===== config.mk =====
export PLATFORM = sky130hd
export DESIGN_NAME = futex_waiter_table
export DESIGN_NICKNAME = d
export VERILOG_FILES = /design/src/hw/rtl/fwt_pkg.sv /design/src/hw/rtl/fwt_ctrl.sv /design/src/hw/rtl/fwt_datapath.sv /design/src/hw/rtl/futex_waiter_table.sv
export SDC_FILE = /design/constraint.sdc
export NUM_CORES = 1
export LEC_CHECK = 0
export BUFFER_PORTS_ARGS = -buffer_cell sky130_fd_sc_hd__buf_4
export CORE_MARGIN = 2
export CORE_UTILIZATION = 45
export CTS_CLUSTER_DIAMETER = 120
export CTS_CLUSTER_SIZE = 25
export DETAILED_ROUTE_END_ITERATION = 16
export PLACE_DENSITY = 0.71
export RECOVER_POWER = 25
export SYNTH_ARGS = -nofsm -noshare
export SYNTH_HDL_FRONTEND = slang
export SYNTH_HIERARCHICAL = 1
export SYNTH_SLANG_ARGS = --single-unit

===== constraint.sdc =====
create_clock -name clk -period 6.35 [get_ports clk]
set_input_delay 0.635 -clock clk [delete_from_list [all_inputs] [get_ports clk]]
set_output_delay 0.635 -clock clk [all_outputs]
set_load 0.03 [all_outputs]

===== src/hw/rtl/fwt_pkg.sv =====
// ----------------------------------------------------------------------------
// fwt_pkg
// Shared types, codes and widths for the futex waiter table.
// ----------------------------------------------------------------------------
package fwt_pkg;

	localparam int SLOTS_DEF = 16;

	localparam int CMD_W   = 3;
	localparam int ADDR_W  = 64;
	localparam int WORD_W  = 32;
	localparam int WCNT_W  = 8;
	localparam int SIDX_W  = 6;
	localparam int STAT_W  = 2;
	localparam int VAL_W   = 7;

	localparam int IN_BITS  = CMD_W + ADDR_W + 2 * WORD_W + WCNT_W + SIDX_W;
	localparam int IN_W     = ((IN_BITS + 7) / 8) * 8;
	localparam int OUT_BITS = STAT_W + VAL_W;
	localparam int OUT_W    = ((OUT_BITS + 7) / 8) * 8;

	localparam logic [1:0] ALIGN_MASK = 2'h3;

	localparam logic [CMD_W-1:0] CMD_PARK    = 3'd0;
	localparam logic [CMD_W-1:0] CMD_WAKE    = 3'd1;
	localparam logic [CMD_W-1:0] CMD_RELEASE = 3'd2;
	localparam logic [CMD_W-1:0] CMD_COUNT   = 3'd3;
	localparam logic [CMD_W-1:0] CMD_QUERY   = 3'd4;
	localparam logic [CMD_W-1:0] CMD_CLEAR   = 3'd5;

	localparam logic [STAT_W-1:0] ST_OK    = 2'd0;
	localparam logic [STAT_W-1:0] ST_INVAL = 2'd1;
	localparam logic [STAT_W-1:0] ST_AGAIN = 2'd2;

	typedef struct packed {
		logic capture;
		logic clr_scan;
		logic issue;
		logic commit;
	} fwt_cmd_t;

	typedef struct packed {
		logic needs_scan;
		logic last_issue;
		logic out_free;
	} fwt_stat_t;

endpackage


===== src/hw/rtl/fwt_ctrl.sv =====
// ----------------------------------------------------------------------------
// fwt_ctrl
// Sequencer: takes a request, runs the slot walk when needed, commits.
// ----------------------------------------------------------------------------
module fwt_ctrl
	import fwt_pkg::*;
(
	input  logic      clk,
	input  logic      arst_n,
	input  logic      s_tvalid,
	output logic      s_tready,
	input  fwt_stat_t stat,
	output fwt_cmd_t  ctrl
);

	typedef enum logic [4:0] {
		ST_IDLE   = 5'b00001,
		ST_DECODE = 5'b00010,
		ST_SCAN   = 5'b00100,
		ST_DRAIN  = 5'b01000,
		ST_DONE   = 5'b10000
	} state_t;

	state_t state_q, state_d;

	always_comb begin
		state_d       = state_q;
		s_tready      = 1'b0;
		ctrl.capture  = 1'b0;
		ctrl.clr_scan = 1'b0;
		ctrl.issue    = 1'b0;
		ctrl.commit   = 1'b0;
		unique case (state_q)
			ST_IDLE: begin
				s_tready = 1'b1;
				if (s_tvalid) begin
					ctrl.capture = 1'b1;
					state_d      = ST_DECODE;
				end
			end
			ST_DECODE: begin
				if (stat.needs_scan) begin
					ctrl.clr_scan = 1'b1;
					state_d       = ST_SCAN;
				end else begin
					state_d = ST_DONE;
				end
			end
			ST_SCAN: begin
				ctrl.issue = 1'b1;
				if (stat.last_issue) begin
					state_d = ST_DRAIN;
				end
			end
			ST_DRAIN: begin
				state_d = ST_DONE;
			end
			ST_DONE: begin
				if (stat.out_free) begin
					ctrl.commit = 1'b1;
					state_d     = ST_IDLE;
				end
			end
			default: begin
				state_d = ST_IDLE;
			end
		endcase
	end

	always_ff @(posedge clk or negedge arst_n) begin
		if (!arst_n) begin
			state_q <= ST_IDLE;
		end else begin
			state_q <= state_d;
		end
	end

endmodule


===== src/hw/rtl/fwt_datapath.sv =====
// ----------------------------------------------------------------------------
// fwt_datapath
// Request registers, slot flags, address memory, walk logic and result.
// ----------------------------------------------------------------------------
module fwt_datapath
	import fwt_pkg::*;
#(
	parameter int SLOTS = SLOTS_DEF
) (
	input  logic             clk,
	input  logic             arst_n,
	input  logic [IN_W-1:0]  in_data,
	input  fwt_cmd_t         ctrl,
	output fwt_stat_t        stat,
	output logic             m_tvalid,
	input  logic             m_tready,
	output logic [OUT_W-1:0] m_tdata
);

	localparam int IDX_W = (SLOTS > 1) ? $clog2(SLOTS) : 1;

	logic [CMD_W-1:0]  cmd_q;
	logic [ADDR_W-1:0] addr_q;
	logic [WORD_W-1:0] expv_q;
	logic [WORD_W-1:0] curw_q;
	logic [WCNT_W-1:0] wcnt_q;
	logic [SIDX_W-1:0] sidx_q;

	logic [SLOTS-1:0]  in_use_q;
	logic [SLOTS-1:0]  woken_q;
	logic [ADDR_W-1:0] addr_mem [SLOTS];

	logic [IDX_W-1:0]  idx_q;
	logic [IDX_W-1:0]  idx_s1;
	logic              v_s1;
	logic [ADDR_W-1:0] rd_s1;

	logic              found_q;
	logic [IDX_W-1:0]  slot_q;
	logic [VAL_W-1:0]  cnt_q;

	logic              m_valid_q;
	logic [STAT_W-1:0] m_stat_q;
	logic [VAL_W-1:0]  m_val_q;

	logic              addr_null;
	logic              park_bad;
	logic              mismatch;
	logic              sidx_ok;
	logic [IDX_W-1:0]  sidx_sel;
	logic              hit;
	logic              wake_all;
	logic [VAL_W-1:0]  limit;
	logic              wake_hit;
	logic [STAT_W-1:0] res_stat;
	logic [VAL_W-1:0]  res_val;

	always_ff @(posedge clk) begin
		if (ctrl.capture) begin
			cmd_q  <= in_data[CMD_W-1:0];
			addr_q <= in_data[CMD_W +: ADDR_W];
			expv_q <= in_data[CMD_W + ADDR_W +: WORD_W];
			curw_q <= in_data[CMD_W + ADDR_W + WORD_W +: WORD_W];
			wcnt_q <= in_data[CMD_W + ADDR_W + 2 * WORD_W +: WCNT_W];
			sidx_q <= in_data[CMD_W + ADDR_W + 2 * WORD_W + WCNT_W +: SIDX_W];
		end
	end

	assign addr_null = (addr_q == '0);
	assign park_bad  = addr_null || ((addr_q[1:0] & ALIGN_MASK) != 2'b00);
	assign mismatch  = (curw_q != expv_q);
	assign sidx_ok   = ({1'b0, sidx_q} < 7'(SLOTS));
	assign sidx_sel  = sidx_q[IDX_W-1:0];
	assign hit       = in_use_q[idx_s1] && (rd_s1 == addr_q);
	assign wake_all  = wcnt_q[WCNT_W-1];
	assign limit     = wcnt_q[VAL_W-1:0];
	assign wake_hit  = v_s1 && (cmd_q == CMD_WAKE) && hit && !woken_q[idx_s1]
		&& (wake_all || (cnt_q < limit));

	always_comb begin
		stat.last_issue = (idx_q == IDX_W'(SLOTS - 1));
		stat.out_free   = !m_valid_q || m_tready;
		case (cmd_q)
			CMD_PARK:  stat.needs_scan = !park_bad && !mismatch;
			CMD_WAKE:  stat.needs_scan = !addr_null && (wcnt_q != '0);
			CMD_COUNT: stat.needs_scan = 1'b1;
			default:   stat.needs_scan = 1'b0;
		endcase
	end

	// Slot walk: one memory read issued per cycle, evaluated in the cycle after.
	always_ff @(posedge clk or negedge arst_n) begin
		if (!arst_n) begin
			idx_q <= '0;
			v_s1  <= 1'b0;
		end else begin
			v_s1 <= ctrl.issue;
			if (ctrl.clr_scan) begin
				idx_q <= '0;
			end else if (ctrl.issue) begin
				idx_q <= idx_q + 1'b1;
			end
		end
	end

	always_ff @(posedge clk) begin
		rd_s1  <= addr_mem[idx_q];
		idx_s1 <= idx_q;
		if (ctrl.commit && (cmd_q == CMD_PARK) && !park_bad && !mismatch && found_q) begin
			addr_mem[slot_q] <= addr_q;
		end
	end

	always_ff @(posedge clk) begin
		if (ctrl.clr_scan) begin
			found_q <= 1'b0;
			slot_q  <= '0;
			cnt_q   <= '0;
		end else if (v_s1) begin
			case (cmd_q)
				CMD_PARK: begin
					if (!found_q && !in_use_q[idx_s1]) begin
						found_q <= 1'b1;
						slot_q  <= idx_s1;
					end
				end
				CMD_WAKE: begin
					if (wake_hit) begin
						cnt_q <= cnt_q + 1'b1;
					end
				end
				CMD_COUNT: begin
					if (hit) begin
						cnt_q <= cnt_q + 1'b1;
					end
				end
				default: begin
				end
			endcase
		end
	end

	always_ff @(posedge clk or negedge arst_n) begin
		if (!arst_n) begin
			in_use_q <= '0;
			woken_q  <= '0;
		end else begin
			if (wake_hit) begin
				woken_q[idx_s1] <= 1'b1;
			end
			if (ctrl.commit) begin
				case (cmd_q)
					CMD_PARK: begin
						if (!park_bad && !mismatch && found_q) begin
							in_use_q[slot_q] <= 1'b1;
							woken_q[slot_q]  <= 1'b0;
						end
					end
					CMD_RELEASE: begin
						if (sidx_ok) begin
							in_use_q[sidx_sel] <= 1'b0;
							woken_q[sidx_sel]  <= 1'b0;
						end
					end
					CMD_CLEAR: begin
						in_use_q <= '0;
						woken_q  <= '0;
					end
					default: begin
					end
				endcase
			end
		end
	end

	always_comb begin
		res_stat = ST_OK;
		res_val  = '0;
		case (cmd_q)
			CMD_PARK: begin
				if (park_bad) begin
					res_stat = ST_INVAL;
				end else if (mismatch || !found_q) begin
					res_stat = ST_AGAIN;
				end else begin
					res_val = VAL_W'(slot_q);
				end
			end
			CMD_WAKE: begin
				if (addr_null) begin
					res_stat = ST_INVAL;
				end else if (wcnt_q != '0) begin
					res_val = cnt_q;
				end
			end
			CMD_RELEASE: begin
			end
			CMD_COUNT: begin
				res_val = cnt_q;
			end
			CMD_QUERY: begin
				if (sidx_ok) begin
					res_val = VAL_W'(woken_q[sidx_sel]);
				end else begin
					res_stat = ST_INVAL;
				end
			end
			CMD_CLEAR: begin
			end
			default: begin
				res_stat = ST_INVAL;
			end
		endcase
	end

	always_ff @(posedge clk or negedge arst_n) begin
		if (!arst_n) begin
			m_valid_q <= 1'b0;
		end else if (ctrl.commit) begin
			m_valid_q <= 1'b1;
		end else if (m_tready) begin
			m_valid_q <= 1'b0;
		end
	end

	always_ff @(posedge clk) begin
		if (ctrl.commit) begin
			m_stat_q <= res_stat;
			m_val_q  <= res_val;
		end
	end

	assign m_tvalid = m_valid_q;
	assign m_tdata  = {{(OUT_W - OUT_BITS){1'b0}}, m_val_q, m_stat_q};

endmodule


===== src/hw/rtl/futex_waiter_table.sv =====
// ----------------------------------------------------------------------------
// futex_waiter_table
// Table of futex waiter slots: park, wake, release, count, query and clear.
// ----------------------------------------------------------------------------
//  Channel   Dir  Width  Contents (lowest bit first)
//  s_*       in   152    cmd, address, expected_value, current_word,
//                        wake_count, slot_index, zero fill
//  m_*       out  16     status, result_value, zero fill
//
// Park, wake and count walk the address memory one slot per cycle through its
// single read port, going from decode through scan and drain to done; release,
// query, clear, rejected requests and wakes with a zero wake_count skip the walk.
// Reset empties the table at once. A result waiting on m_tready does not
// stop the next request from being accepted; only its commit waits.
// ----------------------------------------------------------------------------
module futex_waiter_table
	import fwt_pkg::*;
#(
	parameter int SLOTS = SLOTS_DEF
) (
	input  logic             clk,
	input  logic             arst_n,
	input  logic             s_tvalid,
	output logic             s_tready,
	// cmd, address, expected_value, current_word, wake_count, slot_index
	input  logic [IN_W-1:0]  s_tdata,
	output logic             m_tvalid,
	input  logic             m_tready,
	// status, result_value
	output logic [OUT_W-1:0] m_tdata
);

	fwt_cmd_t  ctrl;
	fwt_stat_t stat;

	fwt_ctrl u_ctrl (
		.clk      (clk),
		.arst_n   (arst_n),
		.s_tvalid (s_tvalid),
		.s_tready (s_tready),
		.stat     (stat),
		.ctrl     (ctrl)
	);

	fwt_datapath #(
		.SLOTS (SLOTS)
	) u_datapath (
		.clk      (clk),
		.arst_n   (arst_n),
		.in_data  (s_tdata),
		.ctrl     (ctrl),
		.stat     (stat),
		.m_tvalid (m_tvalid),
		.m_tready (m_tready),
		.m_tdata  (m_tdata)
	);

endmodule

## After elaboration in Yosys (flattened, before gate mapping)

Memory sizes are Yosys's and may differ from the RTL's. A register that Yosys moved wholly into a read port is not among the register bits.
Index checks and enable logic that the tools add are counted.

| storage, ports and cells | value |
|---|---|
| memory bits (writable) | 1,024 |
| memories | 1 |
| input bits | 156 |
| output and inout bits | 18 |
| bits in registers | 213 |
| logic and storage cells | 150 |

Memory list:

| name | words | bits a word | rd ports | clocked after memory_dff | write ports | RTL line | RTL |
|---|---|---|---|---|---|---|---|
| u_datapath.addr_mem | 16 | 64 | 1 | 1 | 1 | fwt_datapath.sv:31 | `logic [ADDR_W-1:0] addr_mem [SLOTS];` |

| operators by class | value |
|---|---|
| equality and inequality tests | 20 |
| $lt $le $gt $ge | 8 |
| bitwise gates (word level) | 7 |
| $add $sub $neg | 2 |
| mux-type cells | 54 |
| reductions and logical operators | 40 |

Operators with widths:

| operator | count |
|---|---|
| 16-bit 2-to-1 mux | 6 |
| 16-bit one-hot mux with 3 select lines | 2 |
| 64-bit == test | 1 |
| 64-bit zero test | 1 |
| 16-bit AND | 3 |
| 7-bit 2-to-1 mux | 5 |
| 32-bit != test | 1 |
| 16-bit inverter | 2 |
| 16-bit OR | 2 |
| 7-bit one-hot mux with 4 select lines | 1 |
| 5-bit one-hot mux with 5 select lines | 1 |
| 1-bit 2-to-1 mux | 21 |
| 5-bit 2-to-1 mux | 4 |
| 1-bit logical AND | 16 |
| 4-bit by 5-bit less-than comparator with 1-bit output, second input constant | 3 |
| 7-bit one-hot mux with 2 select lines | 1 |
| 1-bit binary-select mux with 4-bit select | 3 |
| 1-bit demux with 4-bit select | 3 |
| 4-bit by 1-bit greater-or-equal comparator with 1-bit output, second input constant | 3 |
| 4-bit 2-to-1 mux | 3 |
| 2-bit != test, second input constant | 4 |
| 2-bit one-hot mux with 4 select lines | 1 |
| 4-bit AND reduction | 2 |
| 2-bit nonzero test | 4 |
| other kinds (23) | 38 |

## Longest topological paths before layout

| depth | value |
|---|---|
| word-level depth | 11 |
| gate-level depth with buffers | 11 |
| gate-level depth less buffers | 10 |

## Hierarchy

Netlist, hierarchy kept.

By module, submodules not included:

| module | times used | cells an instance | seq. area each (um2) | area each (um2) |
|---|---|---|---|---|
| fwt_datapath | 1 | 2,213 | 37,926.4 | 49,083.3 |
| fwt_ctrl | 1 | 35 | 126.4 | 307.8 |

## Worst setup path before layout

OpenSTA, ideal clock, no wires.

| timing | value |
|---|---|
| path type | in2reg |
| from | input m_tready |
| to | memory u_datapath.addr_mem[5][0], enable pin |
| arrival time | 6.262 ns |
| buffers on the path | 1 |
| data required time | 5.786 ns |
| library setup time | 0.564 ns |
| stages on the path | 6 |
| slack | -0.477 ns |
| path through | nand2b_1 inv_1 nor2_1 clkbuf_1 nand3_1 nor3_1 |

RTL lines:

| what | RTL line | RTL |
|---|---|---|
| start, declared | futex_waiter_table.sv:28 | `input logic m_tready,` |
| end, declared | fwt_datapath.sv:31 |  |

## Worst setup path in the final report

| timing | value |
|---|---|
| from | register u_datapath.addr_q[45] |
| to | memory u_datapath.addr_mem[7][54], enable pin |

| between the ends | value |
|---|---|
| longest elaborated chain between the ends | 8 |

Ends and longest elaborated chain:

| what | RTL line | RTL |
|---|---|---|
| start, declared | fwt_datapath.sv:23 | `logic [ADDR_W-1:0] addr_q;` |
| start signal, assigned | fwt_datapath.sv:61 | `addr_q <= in_data[CMD_W +: ADDR_W];` |
| 64-bit zero test | fwt_datapath.sv:69 | `assign addr_null = (addr_q == '0);` |
| 1-bit logical OR | fwt_datapath.sv:70 | `assign park_bad = addr_null \|\| ((addr_q[1:0] & ALIGN_MASK) != 2'b00);` |
| 1-bit zero test | fwt_datapath.sv:109 | `if (ctrl.commit && (cmd_q == CMD_PARK) && !park_bad && !mismatch && found_q) begin` |
| 1-bit logical AND (3 in series) | fwt_datapath.sv:109 |  |
| 1-bit 2-to-1 mux | fwt_datapath.sv:109 |  |
| 1-bit 2-to-1 mux (implied by the code) | fwt_datapath.sv:110 | `addr_mem[slot_q] <= addr_q;` |

Every way passes these cells.

==> metrics.yaml <==
worst_setup_path:
  worst_ep_required_time_ns: 6.66
  r2r_slack_ns: 1.44
  start_kind: "flop"
  worst_setup_path_end_kind: "flop"
  reg2reg_depth: 10
  rr_startpoint: "u_datapath/addr_q[45]$_DFFE_PP_"
  r2r-end: "u_datapath/addr_mem[7][54]$_DFFE_PP_"
  cp_max_fo: 41
  arrival_ns: 5.22
  critPathKind: "reg -> reg"
drt:
  num_vias: 23000
  via_per_inst: 5.96
  drtIter0Drc: 2671
  first_pass_iters: 6
  routed_wl_mm: 106
  routedWlPerCell_um: 27.4
  drtAntennaViolNets: 0
  remaining_drc_errors: 0
global_route:
  grt_remaining_overflow: 0
  grt_use_total_pct: 18.8
  grt_pass1_vias: 23400
  grt_pass1_wl_mm: 156
  grt_max_degree: 127
  antenna_found_initial: 3
floorplanning:
  die_y_um: 335
  ioPinCount: 174
  start_util_pct: 45.4
  core.rowCount: 121
  core_mm2: 0.109
  dieArea_mm2: 0.112
  die_x_um: 335
sta:
  finalHoldViolCount: 0
  relSlewSlack_pct: -66.3
  worst_pin_slew_ns: 2.49
  slew_violations: 77
  fin_hold_ws_ns: 0.141
  finalCritPeriodShare_pct: 77.3
  rsz0062_at_grt: "no"
  fin_crit_ns: 4.91
  fin_skew_ns: 0.0275
  fmax_mhz: 204
  setup_viol_count_final: 0
  setup_ws_ns: 1.44
synth:
  synthTopCellsByCount: "1178 x edfxtp_1, 330 x mux4_2, 89 x xnor2_1"
  synth.area.top_cells: "edfxtp_1 72%, mux4_2 15%, dfxtp_1 3.2%"
  synth_cell_types: 59
  ys_seq_elements: 1301
  yosysMostFrequentCell: "edfxtp_1"
  synth_edf_count: 1178
  yosysTopAreaCell: "edfxtp_1"
  syn_area_mm2: 0.0494
  syn_inst: 2248
  dominantRegCellSynth: "edfxtp_1"
  syn_area_per_cell_um2: 22.0
  synth_top_area_share_pct: 71.6
  async_flop_share_pct: 3.31
  ys_seq_area_share_pct: 77.0
  yosysWarnings: 6
status:
  violations: "capacitance limit, slew limit"
  outcome: "finished, violations left"
finish:
  synthToLayoutAreaGrowth_pct: 9.37
  multi_input_comb_area_mm2: 0.0109
  final_core_util_pct: 49.6
  drive_above_1_share_pct: 24.3
  fill_cells: 8429
  final-seq-area_mm2: 0.0381
  finalNetCount: 2563
  instances_no_fill: 3861
clocking:
  cts_hold_buf: 1
  post_cts_buffers: 0
  cts_tree: "yes"
  clk_pin_slew_ns: 0.10
  htree_levels: 2
  root_buffer: "clkbuf_16"
  cts_buffers: 58
  cts_buffer_depth: 3
  cts_resized: 0
  cts_num_sinks: 1301
  clk_latency_ns: 0.69
placement:
  io_buffers: 159
  pre_cts_slack_ns: 1.50
  place_inst: 3752
  place_congestion: 0.858
  place_hpwl_mm: 56.3
pwr:
  p_leak_nw: 16.5
  vdd_drop_max_v: 0.000235
  power_density_mw_per_mm2: 329
flow_run:
  drv_cap: 2
worst_hold_path:
  min_to: "u_datapath/addr_q[32]$_DFFE_PP_"
  whs_path_depth: 1
  hp-class: "in -> reg"
  holdCritStartpoint: "s_tdata[35]"
-- metrics by stage --
step | setup TNS, ns | area [um2] | power, W
global placement | 0 | 52400 | 0.0136
finish | 0 | 54000 | 0.0178
global route | 0 | 54000 | 0.0184
floorplan | -274.47 | 49400 | 0.0128
detailed placement | 0 | 52400 | 0.0137
CTS | 0 | 54100 | 0.0179
-- how the worst max path moves through the flow --
stage	end	from	cells past startpoint	slack (ns)
after detailed placement	u_datapath/addr_mem[7][53]$_DFFE_PP_	u_datapath/addr_q[20]$_DFFE_PP_	9	1.50
after floorplan	u_datapath/addr_mem[5][0]$_DFFE_PP_	m_tready	6	-0.48
after CTS	u_datapath/addr_mem[7][54]$_DFFE_PP_	u_datapath/addr_q[20]$_DFFE_PP_	9	1.48
after global routing	u_datapath/addr_mem[7][53]$_DFFE_PP_	u_datapath/addr_q[45]$_DFFE_PP_	10	1.10
after global placement	u_datapath/addr_mem[7][53]$_DFFE_PP_	u_datapath/addr_q[20]$_DFFE_PP_	9	1.70
final	u_datapath/addr_mem[7][54]$_DFFE_PP_	u_datapath/addr_q[45]$_DFFE_PP_	10	1.44
-- report_power, final --
group | internal [W] | switching [W] | total (W)
combinational | 0.00144 | 0.00130 | 0.00274
sequential | 0.0101 | 0.000643 | 0.0107
clock | 0.00176 | 0.00252 | 0.00429
-- layout by cell type, fill, tap and decap left out, types with 29 or more instances in the layout --
cell / instances
clkbuf_1: 76
dfxtp_1: 80
nand2_1: 29
a21oi_1: 31
clkbuf_4: 117
o21ai_0: 38
edfxtp_1: 1178
mux4_2: 330
clkbuf_16: 58
buf_4: 31
dfrtp_1: 39
nor4_1: 29
xnor2_1: 89
nor2_1: 45
nand4_1: 30
-- worst max-delay path: stages, from the launching register on --
cell	delay [ns]
edfxtp_1	0.33
clkbuf_1	0.52
nor4_1	0.23
nand4_1	0.38
nor4_1	0.11
buf_4	0.18
nor4_1	0.62
nand3_1	0.56
nor3_2	0.24
buf_4	0.46
buf_4	0.78
-- kinds of logic (layout without fill, tap and decap cells) --
family / count (synthesis) / count (layout) / share of synthesized area (%)
other: 1 / 8 / 0.00759
buffers and inverters: 128 / 320 / 1.07
AND/OR/NAND/NOR: 226 / 226 / 2.50
AO/OA/AOI/OAI: 137 / 137 / 1.92
adder cells (fa/ha/maj): 8 / 8 / 0.203
multiplexers: 347 / 347 / 15.5
XOR/XNOR: 100 / 100 / 1.77
flip-flops: 1301 / 1301 / 77.0
-- registers in the layout, indices dropped and copies added (netlist names) --
name,flops
u_datapath/in_use_q,16
u_datapath/m_stat_q,2
u_datapath/found_q,1
u_datapath/idx_s1,4
u_datapath/woken_q,16
u_datapath/slot_q,4
u_datapath/addr_q,64
u_datapath/expv_q,32
u_datapath/rd_s1,64
u_datapath/addr_mem,1024
u_datapath/cnt_q,7
u_datapath/wcnt_q,8
u_datapath/sidx_q,6
u_ctrl/state_q,5
u_datapath/m_tvalid,1
u_datapath/idx_q,4
u_datapath/cmd_q,3
u_datapath/m_val_q,7
u_datapath/v_s1,1
u_datapath/curw_q,32
-- metal layers --
layer / share of wire [%] / track usage, % / vias to the layer above
met5: 0 / 0 / -
met4: 1.8 / 3.70 / 0
met3: 5.9 / 2.11 / 130
met2: 53 / 33.3 / 843
met1: 39 / 25.4 / 12500
li1: - / - / 9588
-- cell type report --
cell class	instances	area share [%]
clock buffer	103	3.00
tap	1414	3.28
timing repair buffer	193	2.77
antenna	1	0.00463
clock inverter	4	0.120
inverter	20	0.139
sequential	1301	70.5
multi-input combinational	825	20.2
No activity file was read; power rests on OpenSTA's default activity.
